[config.mk]
export PLATFORM = sky130hd
export DESIGN_NAME = mvm_queue
export DESIGN_NICKNAME = d
export VERILOG_FILES = /design/src/sv/mvm_queue.sv
export SDC_FILE = /design/constraint.sdc
export NUM_CORES = 1
export LEC_CHECK = 0
export BUFFER_PORTS_ARGS = -buffer_cell sky130_fd_sc_hd__buf_2
export CAP_MARGIN = 20
export CORE_AREA = 4 4 41 43
export CTS_CLUSTER_DIAMETER = 40
export DETAILED_ROUTE_END_ITERATION = 16
export DIE_AREA = 0 0 45 47
export PLACE_DENSITY_LB_ADDON = 0.3
export SETUP_SLACK_MARGIN = 0.2
export SYNTH_ARGS = -nofsm -noshare
export SYNTH_HDL_FRONTEND = slang
export SYNTH_SLANG_ARGS = --single-unit
[constraint.sdc]
create_clock -name clk -period 5.71 [get_ports clk]
set_input_delay 0.571 -clock clk [delete_from_list [all_inputs] [get_ports clk]]
set_output_delay 0.571 -clock clk [all_outputs]
set_load 0.01 [all_outputs]
[src/sv/mvm_queue.sv]
module mvm_queue #(
	parameter type item_t = logic,
	parameter int unsigned DEPTH = 4
) (
	input logic clk,
	input logic arst_n,
	input logic push,
	input item_t wr_item,
	input logic pop,
	output item_t rd_item,
	output logic full,
	output logic empty,
	output logic [$clog2(DEPTH+1)-1:0] count
);

	localparam int unsigned PTR_W = (DEPTH > 1) ? $clog2(DEPTH) : 1;
	localparam int unsigned CNT_W = $clog2(DEPTH + 1);

	item_t slots_q [DEPTH];
	logic [PTR_W-1:0] wr_ptr_q;
	logic [PTR_W-1:0] rd_ptr_q;
	logic [CNT_W-1:0] count_q;
	logic do_push;
	logic do_pop;

	assign full = (count_q == CNT_W'(DEPTH));
	assign empty = (count_q == '0);
	assign count = count_q;
	assign rd_item = slots_q[rd_ptr_q];
	assign do_push = push && !full;
	assign do_pop = pop && !empty;

	always_ff @(posedge clk or negedge arst_n) begin
		if (!arst_n) begin
			wr_ptr_q <= '0;
			rd_ptr_q <= '0;
			count_q <= '0;
		end else begin
			if (do_push) begin
				wr_ptr_q <= (wr_ptr_q == PTR_W'(DEPTH - 1)) ? '0 : wr_ptr_q + 1'b1;
			end
			if (do_pop) begin
				rd_ptr_q <= (rd_ptr_q == PTR_W'(DEPTH - 1)) ? '0 : rd_ptr_q + 1'b1;
			end
			if (do_push && !do_pop) begin
				count_q <= count_q + 1'b1;
			end else if (do_pop && !do_push) begin
				count_q <= count_q - 1'b1;
			end
		end
	end

	always_ff @(posedge clk) begin
		if (do_push) begin
			slots_q[wr_ptr_q] <= wr_item;
		end
	end

endmodule

==> results of run 1 <==
[flip-flops by register name, summed over array words and instances (netlist names)]
name and flops:
wr_ptr_q 2, slots_q 4, count 3, rd_ptr_q 2
[where the power goes]
part           internal (mW)  switching, mW  total [mW]
logic                 0.0938         0.0675       0.161
clock network         0.0270         0.0246      0.0517
registers              0.116         0.0353       0.151
[cell type report]
cell class,instances,area [sq um],area share
Clock buffer,4,26.3,0.0385
Multi-Input combinational cell,27,282,0.412
Tap cell,15,18.8,0.0275
Timing Repair Buffer,10,50.0,0.0733
Sequential cell,11,295,0.432
Inverter,3,11.3,0.0165
[per-stage QoR]
step	hold WS [ns]	util
after floorplan	0.275	-
after global placement	0.412	0.505
after detailed placement	0.410	0.505
after CTS	0.118	0.525
after global routing	0.117	0.525
final	0.121	0.525
[per-layer routing]
layer / share of wire / vias to the layer above / wire length [um]
met3: 0.055 / 2 / 45
met4: 0.014 / 0 / 11
li1: - / 167 / -
met5: 0 / - / 0
met1: 0.47 / 154 / 386
met2: 0.45 / 7 / 369
[how the worst max path moves through the flow]
stage | end | slack [ns] | cells past startpoint
final | count[2] | 3.53 | 8
after global placement | count[2] | 3.44 | 8
after floorplan | count[2] | 3.62 | 8
after global routing | count[2] | 3.39 | 8
after detailed placement | count[2] | 3.43 | 8
after CTS | count[2] | 3.50 | 8
[synth_stat cells (all sizes together)]
cell and count:
mux4 1, inv 3, dfrtp 7, fa 1
nor2b 1, mux2 5, buf 1, and2 4
ha 6, nor3 1, edfxtp 4, nand2b 1
xnor2 1, nor3b 1, xor2 2, nor2 3
[kinds of logic (layout without fill, tap and decap cells)]
group	Yosys count	after routing	synth area share
flops	11	11	0.493
simple gates	11	11	0.123
fa+ha+maj	7	7	0.159
mux	6	6	0.144
buf+inv	4	17	0.0376
xor+xnor	3	3	0.0438
[critical path, delay by kind of cell, from the launching register on]
kind,cells,cell delay (ns)
xor+xnor,2,0.30
fa+ha+maj,2,0.64
buf+inv,1,0.06
flops,1,0.41
simple gates,3,0.70
==> impl_results.md, run 1 <==
* Outcome: finished clean
* Largest cells by area after synthesis: dfrtp_1, edfxtp_1, ha_1
* Non-Filler Instances at 70
* Hold_buf cts at 0
* Wire per inst at 11.6 um
* Flops & latches, synth at 11
* Placer Congestion at 0.734
* Setup TNS at 0 ns
* RSZ-0062 raised after global routing: false
* Critical Path, Cell by Cell: nor3b_2 > nor2b_1 > ha_1 > inv_1 > fa_1 > xor2_1 > nor2_1 > xor2_1
* H-Tree Depth at 1
* CTS buffer count at 3
* # diodes at 0
* Pre-antenna DRT Iters at 2
* Slowest cell on the critical path: nor2b_1
* Final period utilization at 0.381
* Max_slew headroom at 0.664
* Total power at 0.364 mW
* Distinct cell type count after synthesis at 17
* Mapped Area at 599 sq um
* Max clock buf depth at 2
* Peak Freq at 0.460 GHz
* Mean Syn Cell Area at 14.3 sq um
* Crit path from: count[2]
* Clock sink total at 11
* CP Capture Type: flip-flop
* Critical R2R Launch: count[2]
* Final Hold Fails at 0
* Reg clk slew, reported paths at 0.07 ns
* Clock period minus worst slack at 2.18 ns
* Post-route antenna net violation count at 0
* Die H at 47 um
* Vias in the first global route at 336
* Die W at 45 um
* Initial antenna violation count at 0
* Leading cell type in the layout, fill and taps excluded: buf_2
* IO buf count at 10
* Setup Skew at 0.00230 ns
* Top-level I/O count at 11
* Skew-Pair Late Insertion Delay at 0.26 ns
* Internal reg-to-reg setup slack at 3.53 ns
* Pleak at 0.318 nW
* Placed Cells at 66
* Total GRT Usage at 0.0992
* Busiest grt layer: met2
* Setup CP Type: flip-flop to flip-flop
* First-pass GRT wire length at 1410 um
* 1st-iter DRT viols at 2
* Slew @ Worst Pin at 0.503 ns
* Std cell rows at 13
* Final number of max-transition violations at 0
* Layout cells sized above 1 at 0.455
* R2R cell count at 8
* Arr. time, crit path at 2.37 ns
* Post-synth top area share at 0.292
* DIE AREA at 0.00212 sq mm
* Core ar. at 0.00130 sq mm
* Peak VDD IR at 0.000246 V
* Yosys top cell by area: dfrtp_1
* Setup repair bufs after CTS at 0
* Largest net degree at the start of global routing at 8
* YS warnings at 0
* Worst setup margin at 3.53 ns
* Design Area, Final at 683 sq um
* Min-delay worst type: input port to async pin
* Seq/Total Area, Yosys at 0.493
* Synth-to-Final Area Change at 14.0%
* Slowest Stage Delay on Critical Path at 0.42 ns
* Gr ovfl total at 0
* GR met1 Demand/Resource at 0.121
* Drt total wl at 813 um
* Pwr/cell area at 533 mW/mm^2
* GR Layer Usage met2 at 0.138
* Startpoint types: flip-flop
* Post-CTS Resized at 0
* Dpl ws at 3.43 ns
* DP Area at 657 sq um
* Initial core utilization at 0.461
* Total of max-cap violations at 0
* Critical Path RT at 5.90 ns
* Mapped Cells at 42
* Worst flop-to-flop path endpoint: count[2]
* Root buf cell: clkbuf_4
* Grt met3 use at 0.0575
* Worst-path maximum fanout at 7
* Post-synth net total at 54
* Vias per cell at 4.71
* Endpoints failing setup at 0
* # nets final at 68
* Vias after detailed routing at 330
* Filler cells at 129
* Most frequent cells in the layout: buf_2, dfrtp_1, ha_1
* Crit path top cell by count: xor2_1
* CTS tree: yes
* Number of remaining DRC errors at 0
Power figures use the tool's default switching activity.
==> run 2: changes to the inputs <==
--- a/config.mk
+++ b/config.mk
@@ -7,10 +7,10 @@
 export LEC_CHECK = 0
 export BUFFER_PORTS_ARGS = -buffer_cell sky130_fd_sc_hd__buf_2
 export CAP_MARGIN = 20
-export CORE_AREA = 4 4 41 43
+export CORE_MARGIN = 4
+export CORE_UTILIZATION = 46
 export CTS_CLUSTER_DIAMETER = 40
 export DETAILED_ROUTE_END_ITERATION = 16
-export DIE_AREA = 0 0 45 47
 export PLACE_DENSITY_LB_ADDON = 0.3
 export SETUP_SLACK_MARGIN = 0.2
 export SYNTH_ARGS = -nofsm -noshare
==> constraint.sdc (replaced) <==
create_clock -name clk -period 1.8 [get_ports clk]
set_input_delay 0.18 -clock clk [delete_from_list [all_inputs] [get_ports clk]]
set_output_delay 0.18 -clock clk [all_outputs]
set_load 0.01 [all_outputs]
==> run 2 against run 1 <==
- count of clock-buffer cells in the layout did not move
- die area decreased by 8.1%
- global-route usage is 4.7 points higher
- routed wire length grew 37%
- via count rose by 15%
- fmax increased by 21%
- design area grew 21%
- clock power rose to 3.2 times the previous value
- sequential share of layout area is 7.1 points lower
==> impl_results.md, run 2 (synthesis results as in run 1) <==
* Outcome: finished clean
* Peak Freq at 0.558 GHz
* Slowest cell on the critical path: dfrtp_2
* Clock sink total at 11
* Std cell rows at 12
* Most frequent cells in the layout: buf_2, buf_4, ha_1
* Drt total wl at 1110 um
* Setup Skew at 0.000934 ns
* Clk pwr share at 0.118
* Critical Path, Cell by Cell: nor3_4 > nand2b_4 > ha_4 > inv_2 > fa_2 > xor2_1 > nor2_1 > xor2_1
* Detail Placement HPWL at 867 um
* Vias after detailed routing at 381
* Clock period minus worst slack at 1.79 ns
* 1st-iter DRT viols at 13
* Synth-to-Final Area Change at 38.0%
* First-pass GRT wire length at 1980 um
* Pwr/cell area at 1710 mW/mm^2
* Internal reg-to-reg setup slack at 0.009 ns
* Biggest register: slots_q
* Max reg flops at 4
* Seq. cell area at 299 sq um
* Total GRT Usage at 0.146
* CP Capture Type: flip-flop
* CTS tree: yes
* Endpoints failing setup at 0
* Skew-Pair Late Insertion Delay at 0.27 ns
* Final period utilization at 0.995
* Initial antenna violation count at 0
* Peak VDD IR at 0.000870 V
* Vias in the first global route at 429
* Number of remaining DRC errors at 0
* Startpoint types: flip-flop
* Root buf cell: clkbuf_4
* Reg clk slew, reported paths at 0.07 ns
* Largest net degree at the start of global routing at 8
* Vias per cell at 4.70
* Die H at 44.1 um
* H-Tree Depth at 1
* Design Area, Final at 827 sq um
* Layout cells sized above 1 at 0.657
* WHS Path Cells at 1
* Die W at 44.1 um
* Worst path top cell family by delay: simple AND/OR/NAND/NOR gates
* Total power at 1.42 mW
* Fin util at 0.706
* Pre-antenna DRT Iters at 3
* Slew @ Worst Pin at 0.184 ns
* Sink of the worst hold path: slots_q[2]
* Dpl ws at -0.131 ns
* Gr ovfl total at 0
* Slowest Stage Delay on Critical Path at 0.45 ns
* Combinational Power Share at 0.534
* Wire per inst at 13.7 um
* Total of max-cap violations at 0
* Filler cells at 76
* DIE AREA at 0.00194 sq mm
* RSZ-0062 raised after global routing: true
* Placer Congestion at 0.822
* Max_slew headroom at 0.877
* Multi-input combinational cell area at 327 sq um
* DP Area at 734 sq um
* Pleak at 0.387 nW
* Switch Pwr at 0.495 mW
* Worst setup margin at 0.00909 ns
* Sequential share of power at 0.348
* # nets final at 80
* Critical Path RT at 1.99 ns
* Final number of max-transition violations at 0
* Switching Share at 0.349
* Core ar. at 0.00117 sq mm
* WP buf/inv at 1
* Top-level I/O count at 11
* Setup CP Type: flip-flop to flip-flop
* R2R cell count at 8
* Internal Power at 0.923 mW
* Max clock buf depth at 2
* IO buf count at 10
* Arr. time, crit path at 1.98 ns
* Hold wc startpoint: wr_item
* Worst-path maximum fanout at 3
* CTS buffer count at 3
* Post-route antenna net violation count at 0
* Crit path top cell by count: xor2_1
* Initial core utilization at 0.512
* Final Hold Fails at 0
* Min-delay worst type: input port to flip-flop
* Worst flop-to-flop path endpoint: count[2]
* # diodes at 0
* Critical R2R Launch: count[0]
## run 2: cell count changes in the layout (fill, tap and decap cells not counted), moves of 3 or more
cell	previous run	this run
and2_4	0	4
buf_4	0	10
dfrtp_1	7	4
dfrtp_2	0	3
and2_2	4	0
## run 2: stage by stage
stage | hold slack [ns] | setup TNS [ns] | std cells
6_report | 0.128 | 0 | 81
5_1_grt | 0.118 | -0.138 | 81
4_1_cts | 0.121 | 0 | 80
3_5_place_dp | 0.0293 | -0.204 | 71
3_3_place_gp | 0.0203 | -0.0482 | 71
2_1_floorplan | -0.116 | -0.176 | 42
## run 2: cell type report
class                           count  share of cell area
Clock buffer                        4              0.0318
Inverter                            3              0.0136
Multi-Input combinational cell     27               0.395
Sequential cell                    11               0.362
Tap cell                           14              0.0212
Timing Repair Buffer               22               0.177
## run 2: power groups by stage
| stage | combinational, mW | clock, mW | sequential [mW] |
|---|---|---|---|
| after floorplan | 0.420 | 0 | 0.515 |
| after global routing | 0.845 | 0.190 | 0.511 |
| after CTS | 0.735 | 0.176 | 0.493 |
| final | 0.757 | 0.167 | 0.494 |
| after global placement | 0.628 | 0 | 0.482 |
| after detailed placement | 0.663 | 0 | 0.503 |
## run 2: metal layers
metal / vias up / part of all wire / global-route usage
met5: - / 0 / 0
met4: 0 / 0.027 / 0.0904
met3: 3 / 0.044 / 0.0528
met2: 7 / 0.49 / 0.224
met1: 180 / 0.43 / 0.172
li1: 191 / - / -
## run 2: how the worst max path moves through the flow
stage | start | to | slack [ns] | depth (start not counted)
after floorplan | count[1] | count[1] | -0.1 | 7
final | count[0] | count[2] | 0.009 | 8
after global placement | count[2] | count[2] | -0.04 | 8
after CTS | count[0] | count[2] | 0.00005 | 8
after detailed placement | count[2] | count[2] | -0.13 | 8
after global routing | count[0] | count[2] | -0.11 | 8
## run 2: repair_timing
action / in CTS / in global routing
endpoints found under the setup margin: 2 / 2
endpoints found under the hold margin: 7 / 0
pin swaps: 4 / 1
buffers inserted: 4 / 1
hold buffers: 1 / 0
resized for setup: 3 / 5
==> run 3: changes to the inputs <==
--- a/config.mk
+++ b/config.mk
@@ -7,10 +7,11 @@
 export LEC_CHECK = 0
 export BUFFER_PORTS_ARGS = -buffer_cell sky130_fd_sc_hd__buf_2
 export CAP_MARGIN = 20
-export CORE_MARGIN = 4
-export CORE_UTILIZATION = 46
+export CORE_AREA = 4 4 41 43
 export CTS_CLUSTER_DIAMETER = 40
 export DETAILED_ROUTE_END_ITERATION = 16
+export DIE_AREA = 0 0 45 47
+export HOLD_SLACK_MARGIN = 0.02
 export PLACE_DENSITY_LB_ADDON = 0.3
 export SETUP_SLACK_MARGIN = 0.2
 export SYNTH_ARGS = -nofsm -noshare
==> constraint.sdc (replaced) <==
create_clock -name clk -period 2.23 [get_ports clk]
set_input_delay 0.223 -clock clk [delete_from_list [all_inputs] [get_ports clk]]
set_output_delay 0.223 -clock clk [all_outputs]
set_load 0.01 [all_outputs]
==> run 3 against run 2 <==
- worst setup slack better by 0.29 ns
- design area shrank 15%
- highest routed layer unchanged
- sequential share of layout area rose by 5.7 points
- register-to-register slack gained 0.29 ns
- die area rose by 8.8%
- cell count decreased by 11%
- routed wire length down 23%
- non-clock buffer count fell by 10
- sequential power shrank 21%
- via count down 12%
- hold slack better by 0.040 ns
- flip-flop and latch count is the same
==> impl_results.md, run 3 (synthesis results as in run 1) <==
* Outcome: finished clean
* Post-CTS Resized at 0
* Std cell rows at 13
* Total GRT Usage at 0.108
* Startpoint types: flip-flop
* Min-delay worst type: input port to flip-flop
* Internal reg-to-reg setup slack at 0.29 ns
* Vias after detailed routing at 337
* Slew @ Worst Pin at 0.237 ns
* Critical Path, Cell by Cell: nor3_2 > nand2b_2 > ha_1 > inv_1 > fa_1 > xor2_1 > nor2_1 > xor2_1
* Wire per inst at 11.9 um
* Filler cells at 124
* Final number of max-transition violations at 0
* Pleak at 0.328 nW
* Biggest register: slots_q
* Pre-antenna DRT Iters at 1
* Total of max-cap violations at 0
* Top-level I/O count at 11
* 1st-iter DRT viols at 0
* Clock sink total at 11
* Synth-to-Final Area Change at 17.7%
* Initial antenna violation count at 0
* Setup Skew at 0.00256 ns
* H-Tree Depth at 1
* Largest net degree at the start of global routing at 8
* Gr ovfl total at 0
* Setup CP Type: flip-flop to flip-flop
* Arr. time, crit path at 2.13 ns
* Post-route antenna net violation count at 0
* Max clock buf depth at 2
* CTS buffer count at 3
* Worst path top cell family by delay: adder cells
* Leading cell type in the layout, fill and taps excluded: buf_2
* Final Hold Fails at 0
* Die W at 45 um
* DIE AREA at 0.00212 sq mm
* Critical Path RT at 2.43 ns
* Endpoints failing setup at 0
* RSZ-0062 raised after global routing: false
* Clock period minus worst slack at 1.94 ns
* Number of remaining DRC errors at 0
* First-pass GRT wire length at 1460 um
* Vias per cell at 4.68
* Placer Congestion at 0.758
* Slowest cell on the critical path: dfrtp_1
* Pwr/cell area at 1350 mW/mm^2
* Layout cells sized above 1 at 0.474
* Worst-path maximum fanout at 5
* Final period utilization at 0.868
* Peak Freq at 0.517 GHz
* Reg clk slew, reported paths at 0.07 ns
* Placed Cells at 67
* Die H at 47 um
* Drt total wl at 859 um
* Core ar. at 0.00130 sq mm
* Setup repair bufs after CTS at 0
* Max_slew headroom at 0.842
* Peak VDD IR at 0.000583 V
* Vias in the first global route at 340
* Detail Placement HPWL at 656 um
* Initial core utilization at 0.461
* Skew-Pair Late Insertion Delay at 0.27 ns
* Max reg flops at 4
* Hold_buf cts at 1
* Root buf cell: clkbuf_4
* Non-Filler Instances at 72
* WP buf/inv at 1
* Slowest Stage Delay on Critical Path at 0.46 ns
* # diodes at 0
* # nets final at 70
* CP Capture Type: flip-flop
* Most frequent cells in the layout: buf_2, dfrtp_1, ha_1
* IO buf count at 10
* Setup TNS at 0 ns
* CTS tree: yes
* Crit path top cell by count: xor2_1
[run 3: changes by cell type in the layout (fill, tap and decap cells not counted), sizes merged]
cell	previous run	this run
buf	21	11
[run 3: metal layers]
metal / routed length (um) / vias to the layer above / track usage
li1: - / 169 / -
met1: 387 / 158 / 0.128
met2: 414 / 6 / 0.144
met3: 27 / 4 / 0.0460
met4: 30 / 0 / 0.105
met5: 0 / - / 0
[run 3: stage by stage]
step | hold WS (ns) | cell area (sq um) | utilization | setup slack [ns] | power (mW)
final | 0.168 | 706 | 0.542 | 0.294 | 0.951
after global placement | 0.0673 | 669 | 0.514 | 0.333 | 0.811
after global routing | 0.157 | 706 | 0.542 | 0.213 | 1.04
after CTS | 0.162 | 706 | 0.542 | 0.287 | 0.969
after detailed placement | 0.0701 | 669 | 0.514 | 0.312 | 0.823
after floorplan | -0.0726 | 604 | - | 0.200 | 0.705
[run 3: cell type report]
cell class | instances | area (sq um) | share of cell area
Clock buffer | 4 | 26.3 | 0.0372
Timing Repair Buffer | 12 | 67.6 | 0.0957
Multi-Input combinational cell | 27 | 287 | 0.406
Tap cell | 15 | 18.8 | 0.0266
Sequential cell | 11 | 295 | 0.418
Inverter | 3 | 11.3 | 0.0160
[run 3: power by group]
group / internal, mW / switching (mW) / total [mW]
Combinational: 0.249 / 0.178 / 0.426
Clock: 0.0693 / 0.0668 / 0.136
Sequential: 0.296 / 0.0926 / 0.389
Total: 0.614 / 0.337 / 0.951
[run 3: final timing paths]
check,endpoint,start,depth (start not counted)
worst max-delay path,count[2],count[0],8
worst min-delay path,slots_q[2],wr_item,1
worst max register to register,count[2],count[0],8
worst min register to register,count[2],count[2],1
max in group asynchronous,wr_ptr_q[1],arst_n,2
min in group asynchronous,rd_ptr_q[0],arst_n,2
