==> src/sv/mvm_pkg.sv <==
package mvm_pkg;

	// fixed field widths
	localparam int unsigned POS_W = 9;
	localparam int unsigned VAL_W = 16;
	localparam int unsigned ROW_W = 16;
	localparam int unsigned PROD_W = 32;
	localparam int unsigned ACC_W = 48;
	localparam int unsigned CFG_DATA_W = 16;

	// queue depths
	localparam int unsigned CMD_DEPTH = 4;
	localparam int unsigned OUT_DEPTH = 4;
	localparam int unsigned OUT_CNT_W = $clog2(OUT_DEPTH + 1);

	// register indexes
	localparam logic [0:0] REG_COLUMN_COUNT = 1'b0;
	localparam logic [0:0] REG_ROW_COUNT = 1'b1;

	// request function codes
	localparam logic FUNC_LOAD = 1'b0;
	localparam logic FUNC_MATRIX = 1'b1;

	localparam logic [POS_W-1:0] COLUMN_COUNT_RESET = 9'd256;
	localparam logic [ROW_W-1:0] ROW_COUNT_RESET = 16'd1;

	typedef struct packed {
		logic func;
		logic signed [VAL_W-1:0] value;
	} in_item_t;

	typedef struct packed {
		logic signed [ACC_W-1:0] row_result;
		logic [ROW_W-1:0] row_index;
		logic last_row;
	} result_t;

	typedef struct packed {
		logic [0:0] index;
		logic [CFG_DATA_W-1:0] data;
	} cfg_req_t;

	// classified request handed from front to back
	typedef struct packed {
		logic is_mat;
		logic [POS_W-1:0] pos;
		logic signed [VAL_W-1:0] value;
		logic row_end;
		logic [ROW_W-1:0] row_idx;
		logic last;
	} op_t;

endpackage

==> src/sv/mvm_front.sv <==
module mvm_front import mvm_pkg::*; #(
	parameter int unsigned MAX_COLS = 256
) (
	input logic clk,
	input logic arst_n,
	input logic push,
	input in_item_t item,
	input logic q_full,
	output logic q_push,
	output op_t op,
	input logic cfg_valid,
	input cfg_req_t cfg
);

	// the count field cannot exceed its own width, so larger stores need no clamp
	localparam logic [POS_W:0] MAXC = (MAX_COLS > (2**POS_W - 1))
		? (POS_W+1)'(2**POS_W - 1)
		: (POS_W+1)'(MAX_COLS);

	logic [POS_W-1:0] col_count_q;
	logic [ROW_W-1:0] row_count_q;
	logic [POS_W-1:0] load_pos_q;
	logic [POS_W-1:0] col_pos_q;
	logic [ROW_W-1:0] row_pos_q;

	logic [POS_W:0] cols;
	logic [ROW_W:0] rows;
	logic [POS_W-1:0] ld_pos;
	logic [POS_W:0] ld_inc;
	logic [POS_W-1:0] ld_next;
	logic [POS_W-1:0] col_sel;
	logic [POS_W:0] col_inc;
	logic [POS_W:0] cols_m1;
	logic row_end;
	logic [ROW_W:0] row_inc;
	logic last;
	logic accept;

	always_comb begin
		// clamp the count to 1..MAX_COLS
		cols = {1'b0, col_count_q};
		if (cols == '0) begin
			cols = (POS_W+1)'(1);
		end
		if (cols > MAXC) begin
			cols = MAXC;
		end
		rows = (row_count_q == '0) ? (ROW_W+1)'(1) : {1'b0, row_count_q};

		ld_pos = ({1'b0, load_pos_q} >= cols) ? '0 : load_pos_q;
		ld_inc = {1'b0, ld_pos} + 1'b1;
		ld_next = (ld_inc >= cols) ? '0 : ld_inc[POS_W-1:0];

		cols_m1 = cols - 1'b1;
		col_sel = ({1'b0, col_pos_q} < cols) ? col_pos_q : cols_m1[POS_W-1:0];
		col_inc = {1'b0, col_pos_q} + 1'b1;
		row_end = (col_inc >= cols);

		row_inc = {1'b0, row_pos_q} + 1'b1;
		last = (row_inc >= rows);
	end

	assign accept = push && !q_full;
	assign q_push = accept;

	always_comb begin
		op.is_mat = (item.func == FUNC_MATRIX);
		op.pos = op.is_mat ? col_sel : ld_pos;
		op.value = item.value;
		op.row_end = row_end;
		op.row_idx = row_pos_q;
		op.last = last;
	end

	always_ff @(posedge clk or negedge arst_n) begin
		if (!arst_n) begin
			col_count_q <= COLUMN_COUNT_RESET;
			row_count_q <= ROW_COUNT_RESET;
			load_pos_q <= '0;
			col_pos_q <= '0;
			row_pos_q <= '0;
		end else begin
			if (cfg_valid) begin
				unique case (cfg.index)
					REG_COLUMN_COUNT: col_count_q <= cfg.data[POS_W-1:0];
					REG_ROW_COUNT: row_count_q <= cfg.data[ROW_W-1:0];
					default: ;
				endcase
			end
			if (accept) begin
				if (item.func == FUNC_MATRIX) begin
					if (row_end) begin
						col_pos_q <= '0;
						row_pos_q <= last ? '0 : row_inc[ROW_W-1:0];
					end else begin
						col_pos_q <= col_inc[POS_W-1:0];
					end
				end else begin
					load_pos_q <= ld_next;
				end
			end
		end
	end

endmodule

==> config.mk <==
export PLATFORM = sky130hd
export DESIGN_NAME = mvm_front
export DESIGN_NICKNAME = d
export VERILOG_FILES = /design/src/sv/mvm_pkg.sv /design/src/sv/mvm_front.sv
export SDC_FILE = /design/constraint.sdc
export NUM_CORES = 1
export LEC_CHECK = 0
export BUFFER_PORTS_ARGS = -buffer_cell sky130_fd_sc_hd__buf_4
export CAP_MARGIN = 20
export CORE_MARGIN = 5
export CORE_UTILIZATION = 39
export DETAILED_ROUTE_END_ITERATION = 10
export GPL_TIMING_DRIVEN = 0
export PLACE_DENSITY_LB_ADDON = 0.1
export RECOVER_POWER = 25
export SLEW_MARGIN = 10
export SYNTH_ARGS = -nofsm -noshare
export SYNTH_HDL_FRONTEND = slang
export SYNTH_SLANG_ARGS = --single-unit
export TNS_END_PERCENT = 10
==> constraint.sdc <==
create_clock -name clk -period 10.5 [get_ports clk]
set_clock_uncertainty 0.15 [all_clocks]
set_input_delay 1.575 -clock clk [delete_from_list [all_inputs] [get_ports clk]]
set_output_delay 1.575 -clock clk [all_outputs]
set_load 0.02 [all_outputs]
==> results.yml, run 1 <==
cells_and_area:
  fill_cells: 1183
  drive_gt1_share_pct: 21.82
  multiInputGateArea_sq_um: 2877
  num_antenna_cells: 0
  final_cell_mix: "86 x buf_4, 75 x nand2_1, 57 x dfrtp_1"
  final_common_cell: "buf_4"
  fin_nets: 704
  register_area_sq_um: 1479
  areaGrowthSynthToFinish_pct: 20.66
clocking:
  clk_pin_slew_ns: 0.05
  tritoncts: "built"
  ctsResizeCount: 0
  cts_max_level: 3
  cts_buffer_depth: 2
  numCtsBuffers: 9
  cts_setup_buffers: 0
  cts_hold_buf: 0
  clock_latency_ns: 0.33
  cts_sinks: 59
  root_buffer: "clkbuf_16"
logic_synthesis:
  synth.cell_area_sq_um: 4695
  seq_area_frac_synth_pct: 31.50
  syn_inst: 531
  syn_nets: 626
  synthFlopType: "dfrtp_1"
  synth-edff-count: 0
  synthAdderAreaFrac_pct: 14.93
  synth-simple-area-share_pct: 18.50
  synth_xor_area_share_pct: 5.224
  async_flop_share_pct: 100.0
  muxShareOfSynthArea_pct: 8.022
  yosysWarnings: 0
  synth-seq-cells: 59
  synth-compound-area-share_pct: 14.61
  synth_top_family_by_area: "simple AND/OR/NAND/NOR gates"
  yosys.cell_types.count: 52
  syn_area_per_cell_sq_um: 8.841
placement:
  gp_congestion: 0.8577
  dpl.hpwl_um: 9721
  port_buffers: 67
timing:
  worstMarginPinSlew_ns: 3.246
  whs_ns: 0.3862
  min_period_ns: 5.933
  rsz0062_at_grt: "false"
  setup-tns-final_ns: 0
  fin_crit_sh_pct: 56.51
  fmax_ghz: 0.1685
  hold_violations: 0
  slew_viol_final: 60
  slew-limit-headroom_pct: -116.4
  setup_viol: 0
die:
  boundaryPins: 84
  die_y_um: 119.7
  start_util_pct: 39.41
  chipWidth_um: 119.7
  die_area_sq_um: 14330
  core_sq_um: 11910
  fp-row-count: 40
critical_path:
  end_kind: "primary output"
  cp.arrival_ns: 4.21
  path_class: "reg2out"
  crit_fanout: 8
  cp.required_ns: 8.78
  start_kind: "flip-flop"
drt:
  wl_um: 12140
  vias_per_cell: 5.470
  drt_iter0_drc: 280
  drc_errors: 0
  wl_per_cell_um: 15.96
  first_pass_iters: 4
  num_vias: 4163
  ant_nets: 0
power_and_ir_drop:
  peakVddDrop_mv: 0.1204
  static-leakage-power_nw: 2.680
  p_per_area_nw_per_um2: 205.9
flow_run:
  cap_violations: 1
global_route:
  overflow: 0
  grt_max_degree: 60
  first_global_vias: 4090
  grt_usage_pct: 17.38
  grt_pass1_wl_um: 19880
  antenna_found_initial: 0
min_path:
  hold_path_class: "reg2reg"
outcome:
  status: "complete, but fails checks"
  violations: "capacitance limit, slew limit"
[power by group]
| part | total [W] | switching [W] | internal (W) |
|---|---|---|---|
| logic | 0.000531 | 0.000298 | 0.000232 |
| registers | 0.000350 | 0.0000751 | 0.000275 |
| clock network | 0.000286 | 0.000103 | 0.000183 |
| total | 0.00117 | 0.000476 | 0.000690 |
[layer usage]
| metal | part of all wire [%] | routed length, um | GRT usage (%) | vias up |
|---|---|---|---|---|
| li1 | - | - | - | 2063 |
| met5 | 0 | 0 | 0 | - |
| met2 | 46 | 5577 | 28.43 | 97 |
| met4 | 1.5 | 179 | 5.583 | 0 |
| met1 | 47 | 5728 | 22.85 | 1988 |
| met3 | 5.4 | 658 | 3.864 | 15 |
[Yosys cell counts, types with 5 or more instances]
library cell / count / area (sq um)
nand2_1: 75 / 281.5
dfrtp_1: 57 / 1426
ha_1: 56 / 700.7
inv_1: 33 / 123.9
nand3_1: 30 / 150.1
o21ai_0: 28 / 140.1
mux2_2: 25 / 281.5
nor2_1: 24 / 90.09
buf_4: 20 / 150.1
a21oi_1: 15 / 75.07
xnor2_1: 15 / 131.4
xor2_1: 13 / 113.9
clkbuf_1: 11 / 41.29
o22ai_1: 10 / 62.56
a31oi_1: 8 / 50.05
mux2i_1: 8 / 80.08
o31ai_1: 8 / 60.06
a22o_1: 7 / 61.31
nand4_1: 7 / 43.79
nor3_1: 7 / 35.03
a21o_1: 6 / 45.04
nor4_1: 6 / 37.54
and3_1: 5 / 31.28
nor2b_1: 5 / 31.28
[logic make-up (layout without fill, tap and decap cells)]
kind of cell,after synthesis,count (layout)
xor+xnor,28,28
compound gates,104,104
fa+ha+maj,56,56
mux,34,34
buf+inv,69,152
flops,59,59
simple gates,181,181
[area by class of cell]
type | count | share of cell area (%)
timing repair buffer | 67 | 8.814
buffer | 36 | 3.799
clock buffer | 11 | 4.109
clock inverter | 5 | 0.9499
tap | 147 | 3.247
multi-input combinational | 403 | 50.78
sequential | 59 | 26.11
inverter | 33 | 2.187
[state kept, by name, summed over array words and instances (netlist names)]
signal	count
row_pos_q	16
col_pos_q	9
row_count_q	16
col_count_q	9
load_pos_q	9
[metrics by stage]
step / power [W] / instances / util [%] / cell area [sq um] / setup WS [ns]
CTS: 0.001179 / 761 / 47.58 / 5668 / 4.608
finish: 0.001166 / 761 / 47.55 / 5664 / 4.567
global route: 0.001262 / 761 / 47.55 / 5664 / 4.114
detailed placement: 0.0008872 / 745 / 45.18 / 5381 / 4.690
floorplan: 0.0007086 / 531 / - / 4695 / 5.585
global placement: 0.0008678 / 745 / 45.18 / 5381 / 4.813
[final timing paths]
kind                                start         endpoint  slack (ns)  depth (start not counted)
max                          row_pos_q[0]            op[0]        4.57                         13
min                        row_count_q[6]   row_count_q[6]        0.39                          1
max reg2reg                col_count_q[2]    load_pos_q[8]        4.66                         22
min reg2reg                row_count_q[6]   row_count_q[6]        0.39                          1
max in group asynchronous          arst_n     col_pos_q[1]        6.19                          1
min in group asynchronous          arst_n  row_count_q[10]        2.19                          1
[critical path, stage by stage (launching register included)]
cell      delay, ns
dfrtp_1        0.51
ha_1           0.34
nand3_1        0.13
nor3_1         0.43
nand4_1        0.25
xnor2_1        0.32
ha_1           0.30
a21o_1         0.17
a21oi_1        0.17
and4_1         0.20
clkbuf_1       0.35
nand2_1        0.32
buf_4          0.23
buf_4          0.15
Power figures use the tool's default switching activity.
==> run 2, diff against run 1 <==
==> constraint.sdc (replaced) <==
create_clock -name clk -period 5.8 [get_ports clk]
set_clock_uncertainty 0.15 [all_clocks]
set_input_delay 0.87 -clock clk [delete_from_list [all_inputs] [get_ports clk]]
set_output_delay 0.87 -clock clk [all_outputs]
set_load 0.02 [all_outputs]
==> results.yml, run 2 (same netlist as run 1, synthesis figures left out) <==
outcome:
  status: "complete, but fails checks"
  violations: "capacitance limit, slew limit"
global_route:
  first_global_vias: 4090
  overflow: 0
  grt_pass1_wl_um: 19880
  grt_usage_pct: 17.38
  grt_max_degree: 60
  antenna_found_initial: 0
critical_path:
  r2r_slack_ns: 0.44
  r2r-end: "load_pos_q[8]"
  cp.arrival_ns: 5.39
  path_class: "reg2reg"
  crit_fanout: 10
  end_kind: "flip-flop"
  cp-startpoint: "col_count_q[2]"
  rr_worst_depth: 22
  start_kind: "flip-flop"
  cp.required_ns: 5.84
  regToRegStartpoint: "col_count_q[2]"
placement:
  port_buffers: 67
  gp_congestion: 0.8577
  dpl.hpwl_um: 9721
  dp_cells: 745
drt:
  wl_per_cell_um: 15.96
  num_vias: 4179
  wl_um: 12150
  drt_iter0_drc: 268
  vias_per_cell: 5.491
  ant_nets: 0
  first_pass_iters: 4
  drc_errors: 0
clocking:
  clock_latency_ns: 0.33
  cts_max_level: 3
  cts_setup_buffers: 0
  numCtsBuffers: 9
  cts_hold_buf: 0
  cts_buffer_depth: 2
  cts_sinks: 59
  tritoncts: "built"
  root_buffer: "clkbuf_16"
  clk_pin_slew_ns: 0.05
power_and_ir_drop:
  static-leakage-power_nw: 2.681
  peakVddDrop_mv: 0.2190
  p_per_area_nw_per_um2: 373.6
  total_power_w: 0.002126
timing:
  fin_crit_sh_pct: 92.36
  worstMarginPinSlew_ns: 3.260
  rsz0062_at_grt: "false"
  setup_viol: 0
  fmax_ghz: 0.1867
  hold_violations: 0
  slew-limit-headroom_pct: -117.4
  min_period_ns: 5.357
  slew_viol_final: 60
cells_and_area:
  final_cell_mix: "86 x buf_4, 75 x nand2_1, 57 x dfrtp_1"
  areaGrowthSynthToFinish_pct: 21.24
  final_cells: 761
  num_antenna_cells: 0
  fill_cells: 1180
  drive_gt1_share_pct: 22.48
  fin_nets: 704
  final_common_cell: "buf_4"
  top_regs: "row_count_q x16, row_pos_q x16"
die:
  chipWidth_um: 119.7
  core_sq_um: 11910
  boundaryPins: 84
  die_y_um: 119.7
  die_area_sq_um: 14330
  start_util_pct: 39.41
  fp-row-count: 40
flow_run:
  cap_violations: 1
min_path:
  min_to: "row_count_q[6]"
  hold_path_class: "reg2reg"
  min_from: "row_count_q[6]"
  whs_path_depth: 1
run 2: cell counts in the layout (fill, tap and decap cells not counted):
Identical to the previous run, type by type.
run 2: report_power, final:
part	switching, W	leakage [nW]	internal (W)
Sequential	0.000139	0.732	0.000498
Clock	0.000187	0.143	0.000331
Combinational	0.000546	1.81	0.000427
run 2: through the flow:
step	hold WS [ns]	setup TNS, ns	util, %	instance area (sq um)	setup WS [ns]
3_3_place_gp	0.3702	0	45.18	5381	0.1125
4_1_cts	0.3913	0	47.64	5674	0.1645
6_report	0.3862	0	47.78	5692	0.4432
2_1_floorplan	0.3525	0	-	4695	1.116
5_1_grt	0.4088	0	47.78	5692	0.002605
3_5_place_dp	0.3799	-0.01059	45.18	5381	-0.01035
run 2: critical path, cell delays in order, from the launching register on:
cell and delay, ns:
dfrtp_1 0.44, nor4_4 0.44, nand2_1 0.09, nor2_1 0.09, o21ai_0 0.20, inv_1 0.22
ha_1 0.25, nand2b_1 0.14, a21oi_1 0.19, nor2_1 0.09, o32a_1 0.32, clkbuf_1 0.24
nor2_2 0.24, ha_2 0.29, nand2_1 0.08, xor2_1 0.21, nor2_1 0.07, ha_1 0.32
o2111ai_1 0.11, or3_1 0.38, a21oi_1 0.27, a21o_1 0.25, o31ai_1 0.10
run 2: final cells by class:
type	count	area, sq um	area share (%)
multi-input cells	403	2904	51.02
flip-flops and latches	59	1479	25.98
repair buffers	67	499.2	8.771
clock buffers	11	232.7	4.089
plain buffers	36	215.2	3.781
well taps	147	183.9	3.231
inverters	33	123.9	2.176
clock inverters	5	53.80	0.9453
run 2: worst max-delay path by stage:
stage / end / slack, ns
finish: load_pos_q[8] / 0.44
global route: load_pos_q[1] / 0.003
CTS: load_pos_q[1] / 0.16
detailed placement: load_pos_q[1] / -0.01
global placement: load_pos_q[1] / 0.11
floorplan: load_pos_q[1] / 1.12
run 2: what timing repair did:
action	CTS	global route
resized for setup	1	4
endpoints found under the setup margin	7	9
gates cloned	0	0
run 2: metal layers:
metal  share of wire (%)  up-vias  track usage [%]
li1                    -     2066                -
met1                  47     1996            22.85
met2                  46      102            28.43
met3                 5.5       15            3.864
met4                 1.5        0            5.583
met5                   0        -                0
==> run 3, diff against run 2 <==
--- a/config.mk
+++ b/config.mk
@@ -5,7 +5,7 @@
 export SDC_FILE = /design/constraint.sdc
 export NUM_CORES = 1
 export LEC_CHECK = 0
-export BUFFER_PORTS_ARGS = -buffer_cell sky130_fd_sc_hd__buf_4
+export BUFFER_PORTS_ARGS = -buffer_cell sky130_fd_sc_hd__buf_2
 export CAP_MARGIN = 20
 export CORE_MARGIN = 5
 export CORE_UTILIZATION = 39
==> results.yml, run 3 (same netlist as run 1, synthesis figures left out) <==
critical_path:
  rr_worst_depth: 23
  regToRegStartpoint: "col_count_q[3]"
  cp-startpoint: "col_count_q[3]"
  r2r-end: "load_pos_q[2]"
  start_kind: "flip-flop"
  critical_path.max_stage_delay_ns: 0.48
  crit_family: "simple AND/OR/NAND/NOR gates"
  cp.arrival_ns: 5.44
  crit_fanout: 10
  cp.required_ns: 5.90
  cp_slowest_cell: "or4b_1"
  r2r_slack_ns: 0.46
  end_kind: "flip-flop"
  path_buf_inv: 2
  worstPathCellList: "nor4_4 -> nand2_1 -> nor2_1 -> o21ai_0 -> inv_1 -> ha_1 -> nand2b_1 -> a21oi_1 -> nor2_1 -> o32a_1 -> clkbuf_1 -> nor2_2 -> ha_2 -> nand2_1 -> xor2_1 -> nor2_1 -> ha_1 -> nor4_1 -> nand2_1 -> a21oi_1 -> a21oi_2 -> or4b_1 -> o211ai_1"
  worst-path-stages: 23
  path_class: "reg2reg"
  endpoint: "load_pos_q[2]"
clocking:
  numCtsBuffers: 9
  clk_pin_slew_ns: 0.05
  tritoncts: "built"
  cts_max_level: 3
  cts_buffer_depth: 2
  clock_latency_ns: 0.34
  root_buffer: "clkbuf_16"
  cts_hold_buf: 0
  cts_setup_buffers: 0
  cts_sinks: 59
die:
  boundaryPins: 84
  start_util_pct: 39.41
  chipWidth_um: 119.7
  fp-row-count: 40
  die_area_sq_um: 14330
  core_sq_um: 11910
  die_y_um: 119.7
power_and_ir_drop:
  total_power_w: 0.002161
  p_per_area_nw_per_um2: 387.8
  peakVddDrop_mv: 0.1973
  static-leakage-power_nw: 2.655
global_route:
  grt_max_degree: 60
  grt_use_met3_pct: 4.383
  met1_usage_pct: 22.98
  grt.busiest_layer: "met2"
  first_global_vias: 3961
  overflow: 0
  grt_pass1_wl_um: 19650
  grt_usage_pct: 17.11
  use_met2_pct: 27.12
  antenna_found_initial: 0
drt:
  drc_errors: 0
  drt_iter0_drc: 210
  wl_um: 12140
  wl_per_cell_um: 15.95
  num_vias: 4095
  vias_per_cell: 5.381
  ant_nets: 0
  first_pass_iters: 4
flow_run:
  cap_violations: 1
cells_and_area:
  final_cell_mix: "75 x nand2_1, 69 x buf_2, 57 x dfrtp_1"
  final_common_cell: "nand2_1"
  fin_util_pct: 46.79
  fill_cells: 1185
  num_antenna_cells: 0
  drive_gt1_share_pct: 22.80
  areaGrowthSynthToFinish_pct: 18.71
  top_regs: "row_count_q x16, row_pos_q x16"
  fin_nets: 704
timing:
  fmax_ghz: 0.1872
  slew-limit-headroom_pct: -116.0
  fin_crit_sh_pct: 92.11
  rsz0062_at_grt: "false"
  slew_viol_final: 60
  hold_violations: 0
  setup_viol: 0
  worstMarginPinSlew_ns: 3.239
  min_period_ns: 5.342
min_path:
  hold_path_class: "reg2reg"
  whs_path_depth: 1
  min_from: "row_count_q[11]"
placement:
  gp_congestion: 0.8542
  port_buffers: 67
  dpl.hpwl_um: 9573
outcome:
  violations: "capacitance limit, slew limit"
  status: "complete, but fails checks"
-- run 3: timing repair --
item | CTS | global route
gates resized for setup | 1 | 5
cloned | 0 | 0
setup endpoints to repair | 8 | 9
-- run 3: power breakdown --
part | internal, W | switching (W)
combinational | 0.000392 | 0.000545
sequential | 0.000498 | 0.000138
clock | 0.000398 | 0.000191
total | 0.00129 | 0.000873
-- run 3: worst min-delay path by stage --
stage	end	slack, ns
floorplan	row_count_q[1]	0.35
global placement	row_count_q[13]	0.37
detailed placement	row_count_q[11]	0.39
CTS	row_count_q[11]	0.40
global route	row_count_q[11]	0.41
finish	row_count_q[11]	0.39
-- run 3: final cells by class --
cell class,count,area [sq um],area share [%]
inverter,33,123.9,2.223
tap,147,183.9,3.300
sequential,59,1479,26.54
timing repair buffer,67,334.1,5.995
clock inverter,4,72.57,1.302
multi-input combinational,403,2908,52.18
clock buffer,12,256.5,4.603
buffer,36,215.2,3.862
-- run 3: metrics by stage --
step	instances	hold WS [ns]	instance area, sq um	setup slack, ns	setup TNS (ns)
after floorplan	531	0.3525	4695	1.116	0
after global placement	745	0.3708	5214	0.05984	0
after detailed placement	745	0.3855	5216	-0.03082	-0.1761
after CTS	761	0.3973	5552	0.1193	0
after global routing	761	0.4079	5573	0.04785	0
final	761	0.3939	5573	0.4577	0
-- run 3: routing by layer --
metal	share of wire, %	wire, um
met2	45	5464
met3	4.7	566
met5	0	0
met4	1.4	165
met1	49	5945
